### src/sv/isc_pkg.sv
// Shared types and codes for the interleave string checker.
package isc_pkg;

  typedef enum logic [2:0] {
    CMD_CLEAR         = 3'd0,
    CMD_APPEND_FIRST  = 3'd1,
    CMD_APPEND_SECOND = 3'd2,
    CMD_APPEND_TARGET = 3'd3,
    CMD_EVALUATE      = 3'd4
  } isc_cmd_e;

  typedef enum logic [1:0] {
    ST_IDLE,
    ST_RUN,
    ST_DONE
  } isc_state_e;

  typedef struct packed {
    logic       valid;
    logic       row0;
    logic       reach;
    logic [7:0] fc;
  } isc_link_t;

endpackage

### src/sv/interleave_string_check_core.sv
// Top level: sequencer plus a chain of table column cells.
//
// channel  direction  ports                              handshake
// command  in         cmd_i, char_in_i                   start_i && !busy_o
// result   out        is_interleave_o, overflow_o        valid_o, one cycle
//
// Clear and append leave busy_o low.
// Evaluate with matching lengths and no overflow holds busy_o through ST_RUN and
// ST_DONE; the verdict set in ST_DONE is registered onto valid_o.
// The sweep steps the skewed cell chain once per cycle, one target byte a step.
// Otherwise evaluate answers with valid_o in the next cycle.
// Reset is asynchronous and empties all strings; the receiver cannot stall.
module interleave_string_check_core
  import isc_pkg::*;
#(
  parameter int MaxLen = 64
) (
  input  logic       clk_i,
  input  logic       rst_ni,
  input  logic       start_i,
  output logic       busy_o,
  input  logic [2:0] cmd_i,
  input  logic [7:0] char_in_i,
  output logic       valid_o,
  output logic       is_interleave_o,
  output logic       overflow_o
);

  localparam int FLW = $clog2(MaxLen + 1);

  isc_link_t      link_w [MaxLen + 1];
  logic [7:0]     tc;
  logic           sec_we;
  logic [FLW-1:0] sec_len;

  isc_ctrl #(.MaxLen(MaxLen)) u_ctrl (
    .clk_i           (clk_i),
    .rst_ni          (rst_ni),
    .start_i         (start_i),
    .busy_o          (busy_o),
    .cmd_i           (cmd_i),
    .char_in_i       (char_in_i),
    .valid_o         (valid_o),
    .is_interleave_o (is_interleave_o),
    .overflow_o      (overflow_o),
    .link_o          (link_w[0]),
    .tc_o            (tc),
    .sec_we_o        (sec_we),
    .sec_len_o       (sec_len),
    .final_reach_i   (link_w[sec_len].reach)
  );

  for (genvar g = 0; g < MaxLen; g++) begin : g_cell
    isc_cell u_cell (
      .clk_i  (clk_i),
      .rst_ni (rst_ni),
      .link_i (link_w[g]),
      .tc_i   (tc),
      .we_i   (sec_we && (sec_len == FLW'(g))),
      .char_i (char_in_i),
      .link_o (link_w[g + 1])
    );
  end

endmodule

### src/sv/isc_cell.sv
// One table column cell: holds a second-source byte and its reach bit.
module isc_cell
  import isc_pkg::*;
(
  input  logic       clk_i,
  input  logic       rst_ni,
  input  isc_link_t  link_i,
  input  logic [7:0] tc_i,
  input  logic       we_i,
  input  logic [7:0] char_i,
  output isc_link_t  link_o
);

  logic       valid_q, row0_q, reach_q;
  logic       reach_d;
  logic [7:0] fc_q, s_q;

  always_comb begin
    reach_d = (!link_i.row0 && reach_q && (link_i.fc == tc_i)) ||
              (link_i.reach && (s_q == tc_i));
  end

  always_ff @(posedge clk_i or negedge rst_ni) begin
    if (!rst_ni) begin
      valid_q <= 1'b0;
      row0_q  <= 1'b0;
    end else begin
      valid_q <= link_i.valid;
      row0_q  <= link_i.row0;
    end
  end

  always_ff @(posedge clk_i) begin
    fc_q <= link_i.fc;
    if (link_i.valid) begin
      reach_q <= reach_d;
    end
    if (we_i) begin
      s_q <= char_i;
    end
  end

  assign link_o = '{valid: valid_q, row0: row0_q, reach: reach_q, fc: fc_q};

endmodule

### src/sv/isc_ctrl.sv
// Command sequencer: string stores, lengths, overflow flag and table sweep.
module isc_ctrl
  import isc_pkg::*;
#(
  parameter int MaxLen = 64,
  localparam int FLW = $clog2(MaxLen + 1),
  localparam int TLW = $clog2(2 * MaxLen + 1),
  localparam int FAW = (MaxLen > 1) ? $clog2(MaxLen) : 1,
  localparam int TAW = $clog2(2 * MaxLen)
) (
  input  logic           clk_i,
  input  logic           rst_ni,
  input  logic           start_i,
  output logic           busy_o,
  input  logic [2:0]     cmd_i,
  input  logic [7:0]     char_in_i,
  output logic           valid_o,
  output logic           is_interleave_o,
  output logic           overflow_o,
  output isc_link_t      link_o,
  output logic [7:0]     tc_o,
  output logic           sec_we_o,
  output logic [FLW-1:0] sec_len_o,
  input  logic           final_reach_i
);

  isc_state_e state_q, state_d;

  logic [FLW-1:0] first_len_q, first_len_d;
  logic [FLW-1:0] second_len_q, second_len_d;
  logic [TLW-1:0] target_len_q, target_len_d;
  logic           ovf_q, ovf_d;
  logic [TLW-1:0] k_q, k_d;
  logic           col0_q, col0_d;
  logic           out_valid_q, out_valid_d;
  logic           out_hit_q, out_hit_d;
  logic           out_ovf_q, out_ovf_d;
  isc_link_t      link_q, link_d;

  logic           accept;
  logic           first_we, target_we;
  logic           row_ok;

  logic [7:0] first_mem [MaxLen];
  logic [7:0] target_mem [2 * MaxLen];
  logic [7:0] first_rd_q, target_rd_q;

  assign accept = start_i && (state_q == ST_IDLE);
  assign row_ok = (k_q <= TLW'(first_len_q));

  always_comb begin
    state_d      = state_q;
    first_len_d  = first_len_q;
    second_len_d = second_len_q;
    target_len_d = target_len_q;
    ovf_d        = ovf_q;
    k_d          = k_q;
    col0_d       = col0_q;
    out_valid_d  = 1'b0;
    out_hit_d    = out_hit_q;
    out_ovf_d    = out_ovf_q;
    link_d       = '{valid: 1'b0, row0: 1'b0, reach: col0_q, fc: first_rd_q};
    first_we     = 1'b0;
    target_we    = 1'b0;
    sec_we_o     = 1'b0;
    case (state_q)
      ST_IDLE: begin
        if (accept) begin
          case (cmd_i)
            CMD_CLEAR: begin
              first_len_d  = '0;
              second_len_d = '0;
              target_len_d = '0;
              ovf_d        = 1'b0;
            end
            CMD_APPEND_FIRST: begin
              if (first_len_q < FLW'(MaxLen)) begin
                first_we    = 1'b1;
                first_len_d = first_len_q + 1'b1;
              end else begin
                ovf_d = 1'b1;
              end
            end
            CMD_APPEND_SECOND: begin
              if (second_len_q < FLW'(MaxLen)) begin
                sec_we_o     = 1'b1;
                second_len_d = second_len_q + 1'b1;
              end else begin
                ovf_d = 1'b1;
              end
            end
            CMD_APPEND_TARGET: begin
              if (target_len_q < TLW'(2 * MaxLen)) begin
                target_we    = 1'b1;
                target_len_d = target_len_q + 1'b1;
              end else begin
                ovf_d = 1'b1;
              end
            end
            CMD_EVALUATE: begin
              out_ovf_d = ovf_q;
              if (ovf_q ||
                  (TLW'(first_len_q) + TLW'(second_len_q) != target_len_q)) begin
                out_valid_d = 1'b1;
                out_hit_d   = 1'b0;
              end else begin
                k_d     = '0;
                state_d = ST_RUN;
              end
            end
            default: begin
            end
          endcase
        end
      end
      ST_RUN: begin
        if (row_ok) begin
          col0_d = (k_q == '0) ? 1'b1 : (col0_q && (first_rd_q == target_rd_q));
        end
        link_d.valid = row_ok;
        link_d.row0  = (k_q == '0);
        link_d.reach = col0_d;
        k_d          = k_q + 1'b1;
        if (k_q == target_len_q) begin
          state_d = ST_DONE;
        end
      end
      ST_DONE: begin
        out_valid_d = 1'b1;
        out_hit_d   = final_reach_i;
        state_d     = ST_IDLE;
      end
      default: begin
        state_d = ST_IDLE;
      end
    endcase
  end

  always_ff @(posedge clk_i or negedge rst_ni) begin
    if (!rst_ni) begin
      state_q      <= ST_IDLE;
      first_len_q  <= '0;
      second_len_q <= '0;
      target_len_q <= '0;
      ovf_q        <= 1'b0;
      k_q          <= '0;
      out_valid_q  <= 1'b0;
      link_q       <= '0;
    end else begin
      state_q      <= state_d;
      first_len_q  <= first_len_d;
      second_len_q <= second_len_d;
      target_len_q <= target_len_d;
      ovf_q        <= ovf_d;
      k_q          <= k_d;
      out_valid_q  <= out_valid_d;
      link_q       <= link_d;
    end
  end

  always_ff @(posedge clk_i) begin
    col0_q    <= col0_d;
    out_hit_q <= out_hit_d;
    out_ovf_q <= out_ovf_d;
  end

  always_ff @(posedge clk_i) begin
    if (first_we) begin
      first_mem[first_len_q[FAW-1:0]] <= char_in_i;
    end
    if (target_we) begin
      target_mem[target_len_q[TAW-1:0]] <= char_in_i;
    end
    first_rd_q  <= first_mem[k_q[FAW-1:0]];
    target_rd_q <= target_mem[k_q[TAW-1:0]];
  end

  assign busy_o          = (state_q != ST_IDLE);
  assign valid_o         = out_valid_q;
  assign is_interleave_o = out_hit_q;
  assign overflow_o      = out_ovf_q;
  assign link_o          = link_q;
  assign tc_o            = target_rd_q;
  assign sec_len_o       = second_len_q;

`ifndef SYNTHESIS
  a_no_result_on_load: assert property (@(posedge clk_i) disable iff (!rst_ni)
    (accept && (cmd_i != CMD_EVALUATE)) |=> !valid_o)
    else $error("result after a non-evaluate transfer");
  a_sweep_bound: assert property (@(posedge clk_i) disable iff (!rst_ni)
    (state_q == ST_RUN) |-> (k_q <= target_len_q))
    else $error("sweep step past target length");
  a_hit_without_ovf: assert property (@(posedge clk_i) disable iff (!rst_ni)
    (valid_o && is_interleave_o) |-> !overflow_o)
    else $error("match reported with overflow");
  a_ovf_from_append: assert property (@(posedge clk_i) disable iff (!rst_ni)
    $rose(ovf_q) |-> $past(accept && ((cmd_i == CMD_APPEND_FIRST) ||
      (cmd_i == CMD_APPEND_SECOND) || (cmd_i == CMD_APPEND_TARGET))))
    else $error("overflow raised without an append");
`endif

endmodule

### config.mk
export PLATFORM = sky130hd
export DESIGN_NAME = interleave_string_check_core
export DESIGN_NICKNAME = d
export VERILOG_FILES = /design/src/sv/isc_pkg.sv /design/src/sv/interleave_string_check_core.sv /design/src/sv/isc_cell.sv /design/src/sv/isc_ctrl.sv
export SDC_FILE = /design/constraint.sdc
export NUM_CORES = 2
export LEC_CHECK = 0
export BUFFER_PORTS_ARGS = -buffer_cell sky130_fd_sc_hd__buf_2
export CAP_MARGIN = 5
export CORE_UTILIZATION = 35
export CTS_BUF_LIST = sky130_fd_sc_hd__clkbuf_16
export CTS_CLUSTER_DIAMETER = 150
export DETAILED_ROUTE_END_ITERATION = 7
export HOLD_SLACK_MARGIN = 0.03
export PLACE_DENSITY = 0.61
export SLEW_MARGIN = 20
export SYNTH_ARGS = -nofsm -noshare
export SYNTH_HDL_FRONTEND = slang
export SYNTH_SLANG_ARGS = --single-unit
### constraint.sdc
create_clock -name clk_i -period 2.9 [get_ports clk_i]
set_clock_uncertainty 0.05 [all_clocks]
set_input_delay 0.145 -clock clk_i [delete_from_list [all_inputs] [get_ports clk_i]]
set_output_delay 0.145 -clock clk_i [all_outputs]
set_load 0.01 [all_outputs]
# Word level (Yosys, flattened, before mapping)
# Memories as Yosys holds them, arrays and structs flattened. A register that Yosys moved wholly into a read port is not among the register bits.
# Cells that the tools add are included.
# classes
eq_ne	211
reduce_logical	406
bitwise_logic	1
addsub	5
magnitude_cmp	5
mux	49
# ops
operator	n
equality test 8 bit	130
logical AND 1 bit	258
equality test 7 x 6 -> 1 bit, second input constant	32
equality test 7 x 5 -> 1 bit, second input constant	16
binary-select mux 11 bit (select 7 bit)	1
logical OR 1 bit	65
zero test 1 bit	64
equality test 7 x 4 -> 1 bit, second input constant	8
two-way mux 8 bit	4
case mux 8 bit (2 select lines)	2
equality test 7 x 3 -> 1 bit, second input constant	4
case mux 7 bit (2 select lines)	2
two-way mux 1 bit	27
AND reduction 4 bit	6
two-way mux 9 bit	2
adder 8 x 1 -> 8 bit, second input constant	2
adder 7 x 1 -> 7 bit, second input constant	2
equality test 7 x 2 -> 1 bit, second input constant	2
less-than comparator 7 bit, second input constant	2
two-way mux 7 bit	2
inequality test 2 bit, second input constant	6
nonzero test 2 bit	6
inequality test 2 x 1 -> 1 bit, second input constant	5
adder 7 x 7 -> 8 bit	1
23 further kinds	28
# word_totals
ramBits	1536
ff_bits	1264
memories	2
in_bits	14
out_inout_bits	4
# memory_table
name	words	width	read_ports	rd_clocked_by_memory_dff	wr	line_no	rtl
u_ctrl.target_mem	128	8	1	1	1	isc_ctrl.sv:45	logic [7:0] target_mem [2 * MaxLen];
u_ctrl.first_mem	64	8	1	1	1	isc_ctrl.sv:44	logic [7:0] first_mem [MaxLen];

# Logic depth before layout (Yosys ltp)
# logic_depth
depth_word	7
ltp_mapped	13

# Cells and area by module
# Synthesis repeated with hierarchy kept, for this count alone.
# unflattened
cells_unflattened	6186
hier_area_um2	107560.7
# by_module_without_submodules
module	instances	cells_each	area_each_um2
isc_ctrl	1	3145	62680.1
isc_cell	64	45	685.7
interleave_string_check_core	1	161	998.5

# Least setup slack after synthesis
# Ideal clock, no wire load.
# synth_path
path_type	register to register
startpoint	register u_ctrl.second_len_q[0] (netlist: u_ctrl.sec_len_o[0])
endpoint	register u_ctrl.k_q[1]
arrival_ps	2549
path_stages_with_launch	11
required_time_ps	2695
path_buffers	1
slack_ps	147
period_less_slack_ps	2753
path_cell_list	dfrtp_1 > ha_1 > fa_1 > xor2_1 > a2111oi_0 > o21ai_1 > or4_1 > nor3_2 > and2_1 > buf_2 > a211oi_1
# synth_between
elab_chain_len	5
# synth_rtl
element	line_no	rtl
start: declaration	isc_ctrl.sv:30	logic [FLW-1:0] second_len_q, second_len_d;
start signal: assignment	isc_ctrl.sv:152	second_len_q <= second_len_d;
adder 7 x 7 -> 8 bit	isc_ctrl.sv:103	(TLW'(first_len_q) + TLW'(second_len_q) != target_len_q)) begin
inequality test 8 bit	isc_ctrl.sv:103	
logical OR 1 bit	isc_ctrl.sv:102	if (ovf_q ||
inequality test 2 bit (no line)	n/a	
AND reduction 4 bit (no line)	n/a	
end signal: assignment	isc_ctrl.sv:155	k_q <= k_d;
end: declaration	isc_ctrl.sv:33	logic [TLW-1:0] k_q, k_d;
# Every way passes these cells.
# A chain may end at the register's enable or synchronous reset.

# Worst setup path in the final report
# layout_path
startpoint	register u_ctrl.second_len_q[1] (netlist: u_ctrl.sec_len_o[1])
endpoint	register u_ctrl.k_q[0]
# The elaborated chain is that of the path after synthesis.

==> out/summary.txt <==
status: finished with violations
failing checks: setup timing
Final Max Slew Viols: 0
post-synth top area share: 59.78%
Via density: 5.098
Hold/Removal Path Class: in -> reg
hold_ws: 287.3 ps
crit path DAT: 3620 ps
worst slack, placed: -235.7 ps
RePlAce Congestion: 0.8255
port bufs: 17
synthesized cell area: 106200 um^2
Clock Latency Late Sink: 860 ps
MaxCap Viol Count: 0
Synth Area in Compound Gates: 2.258%
Vert. Die Dim: 553.0 um
antenna violation net count after detailed routing: 0
row count: 201
DRC: 0
VDD IR max: 0.6221 mV
Primary FF master, synth: edfxtp_1
Setup CP Type: reg -> reg
final setup vio count: 4
final hold vios: 0
clock-pin slew on the worst setup and hold paths: 60 ps
synthesized flop and latch total: 2806
Finished Layout Cells: 10784
Filler cells: 26563
total gr overflow: 0
simple-gate area share of the yosys netlist: 4.315%
mux contribution to synthesized area: 9.405%
H-tree Lvls: 5
Pwr Density: 907.8 nW/um^2
global-route usage over all layers: 16.67%
clock tree buffer depth: 4
largest family of logic cells by synthesized area: multiplexers
post-synth top area cell: edfxtp_1
Mapped Cells: 6025
die width: 553.0 um
vias in the first global route: 57003
Placed Cells incl. Taps: 10251
Total Die Area: 305800 um^2
minimum clock period: 2936 ps
clk sinks: 2806
NumNets Final: 6636
pin count of the biggest net entering global routing: 88
clock root buffer: clkbuf_16
CTS tree: done
IO Pins: 18
Rel. slew slack: 42.11%
Cell variety after synth: 61
Post-Synth XOR/XNOR Area: 8.788%
Max Clock Freq: 340.6 MHz
Final Util: 41.46%
RSZ-0062 raised after global routing: yes
initial antenna violation count: 8
drt initial violations: 5153
total CTS buffers: 284
Max FO, Critical Path: 19
Async SR Flop Fraction: 6.094%
syn_area_per_cell: 17.63 um^2
hpwl dp: 161100 um
ranking of synthesized cells by area: edfxtp_1 60%, dfxtp_1 9.8%, mux4_2 7.6%, xor2_1 5.9%, dfrtp_1 4.0%
Core Area: 300800 um^2
final setup margin: -36.03 ps
routed vias: 54978
syn_nets: 6062
Area growth syn-to-layout: 17.38%
total chip power: 113.2 mW
Synth Area in Adders: 0.2779%
period utilization: 101.2%
CP Capture Type: flip-flop
WP data required: 3580 ps
sequential area share after synthesis: 73.60%
First-pass DRT Iterations: 7
final WL: 259300 um
first-pass GRT wire length: 382600 um
slew of the pin with the lowest slew margin: 868.3 ps
layout cell share with drive strength beyond 1: 20.32%
Worst Setup Start Kind: flip-flop
Avg WL per Cell: 24.05 um
Post-synth EDFFs: 2115
number of synthesis warnings: 0
P_leak: 42.96 nW
starting density of the core: 35.32%
==> registers in the layout, summed over array words and instances (netlist names) <==
name and count:
u_ctrl.col0_q 1, g_cell.u_cell.reach_q 64, u_ctrl.is_interleave_o 1, g_cell.u_cell.valid_q 63
u_ctrl.k_q 8, u_ctrl.overflow_o 1, u_ctrl.sec_len_o 7, u_ctrl.first_len_q 7
g_cell.u_cell.s_q 512, u_ctrl.first_mem 512, u_ctrl.target_mem 1024, g_cell.u_cell.row0_q 63
u_ctrl.tc_o 8, u_ctrl.link_o 11, u_ctrl.valid_o 1, u_ctrl.ovf_q 1
g_cell.u_cell.fc_q 504, u_ctrl.first_rd_q 8, u_ctrl.state_q 2, u_ctrl.target_len_q 8
==> power by group <==
part	leakage, nW	internal [mW]	total (mW)	switching [mW]
registers	25.6	45.2	47.5	2.28
clock network	4.63	20.1	35.3	15.3
logic	12.7	13.4	30.4	17.0
==> metrics by stage <==
stage	area (um^2)	setup TNS, ps
after floorplan	106200	0
after global placement	115400	-28710
after detailed placement	115400	-36740
after CTS	124600	-31.66
after global routing	124700	-1149
final	124700	-77.93
==> cell families (layout without fill, tap and decap cells) <==
group	count (synthesis)	count (layout)
xor+xnor	1066	1066
mux	548	548
fa+ha+maj	23	23
flops	2806	2806
simple gates	886	886
other cells	0	5
buf+inv	327	1123
compound gates	369	369
==> cells in the mapped netlist (10+ instances only) <==
library cell and n:
dfxtp_1 520, dfrtp_1 171, edfxtp_1 2115, clkbuf_1 138, xor2_1 720, a31oi_1 19
nand4b_1 33, a21oi_1 52, o211ai_1 12, a22oi_1 91, xnor2_1 346, nand2_1 84
inv_1 20, nor4_1 131, nor2b_1 11, buf_2 65, nand4_1 114, o221ai_1 23
o22ai_1 10, mux2i_1 186, nand3b_1 36, mux4_2 360, nand3_1 64, ha_1 22
a22o_1 22, nor2_1 305, buf_4 20, o21ai_0 103, buf_1 75, nor3_1 72
==> cell type report <==
type                       count  area, um^2  area share (%)
inverter                      22       82.58         0.06622
tap                         3958        4952           3.971
sequential                  2806       78250           62.74
clock buffer                 297        7432           5.960
clock inverter               211        1514           1.214
antenna                        5       12.51         0.01003
multi-input combinational   2892       26730           21.43
timing repair buffer         593        5739           4.602
==> worst max-delay path, cell delays in order (launching register included) <==
cell	delay, ps
dfrtp_1	370
buf_4	470
ha_1	320
a21o_1	170
a21oi_1	210
xnor2_1	100
or4_4	500
nor3_4	260
a21oi_2	100
mux2_2	270
==> routing by layer <==
metal  up-vias  GRT usage [%]  share of wire, %
li1      24134              -                 -
met1     28853          22.72                43
met2      1608          27.91                49
met3       383          2.285               5.2
met4         0          4.487               2.4
met5         -              0                 0
==> layout by cell type (no fill, tap or decap), types with 22 or more instances in the layout <==
| master | Yosys | final |
|---|---|---|
| edfxtp_1 | 2115 | 2115 |
| xor2_1 | 720 | 720 |
| dfxtp_1 | 520 | 512 |
| buf_4 | 20 | 462 |
| mux4_2 | 360 | 360 |
| xnor2_1 | 346 | 346 |
| clkbuf_16 | 0 | 298 |
| nor2_1 | 305 | 296 |
| mux2i_1 | 186 | 186 |
| dfrtp_1 | 171 | 164 |
| nor4_1 | 131 | 131 |
| nand4_1 | 114 | 114 |
| o21ai_0 | 103 | 100 |
| a22oi_1 | 91 | 91 |
| buf_12 | 0 | 90 |
| nand2_1 | 84 | 79 |
| inv_1 | 20 | 77 |
| nor3_1 | 72 | 69 |
| nand3_1 | 64 | 64 |
| clkinv_1 | 0 | 52 |
| a21oi_1 | 52 | 51 |
| clkinv_2 | 0 | 50 |
| nand3b_1 | 36 | 36 |
| nand4b_1 | 33 | 33 |
| o221ai_1 | 23 | 23 |
| a22o_1 | 22 | 22 |
==> path summary, 6_finish.rpt <==
| check | startpoint | to | slack (ps) | cells after the start |
|---|---|---|---|---|
| min | char_in_i[0] | u_ctrl.first_mem[32][0]$_DFFE_PP_ | 290 | 2 |
| min in group asynchronous | rst_ni | g_cell[60].u_cell.valid_q$_DFF_PN0_ | 530 | 4 |
| max in group asynchronous | rst_ni | u_ctrl.link_o[8]$_DFF_PN0_ | 1830 | 4 |
| max | u_ctrl.sec_len_o[1]$_DFFE_PN0P_ | u_ctrl.k_q[0]$_DFFE_PN0P_ | -40 | 9 |
| max reg2reg | u_ctrl.sec_len_o[1]$_DFFE_PN0P_ | u_ctrl.k_q[0]$_DFFE_PN0P_ | -40 | 9 |
| min reg2reg | g_cell[39].u_cell.fc_q[6]$_DFF_P_ | g_cell[40].u_cell.fc_q[6]$_DFF_P_ | 300 | 0 |
==> what timing repair did <==
item	CTS	global route
gates resized for setup	7	28
cloned	0	1
buffers inserted	0	1
endpoints found under the setup margin	268	140
pin swaps	0	9
hold buffers	18	0
hold endpoints to repair	1549	0
(Power assumes the default switching activity.)
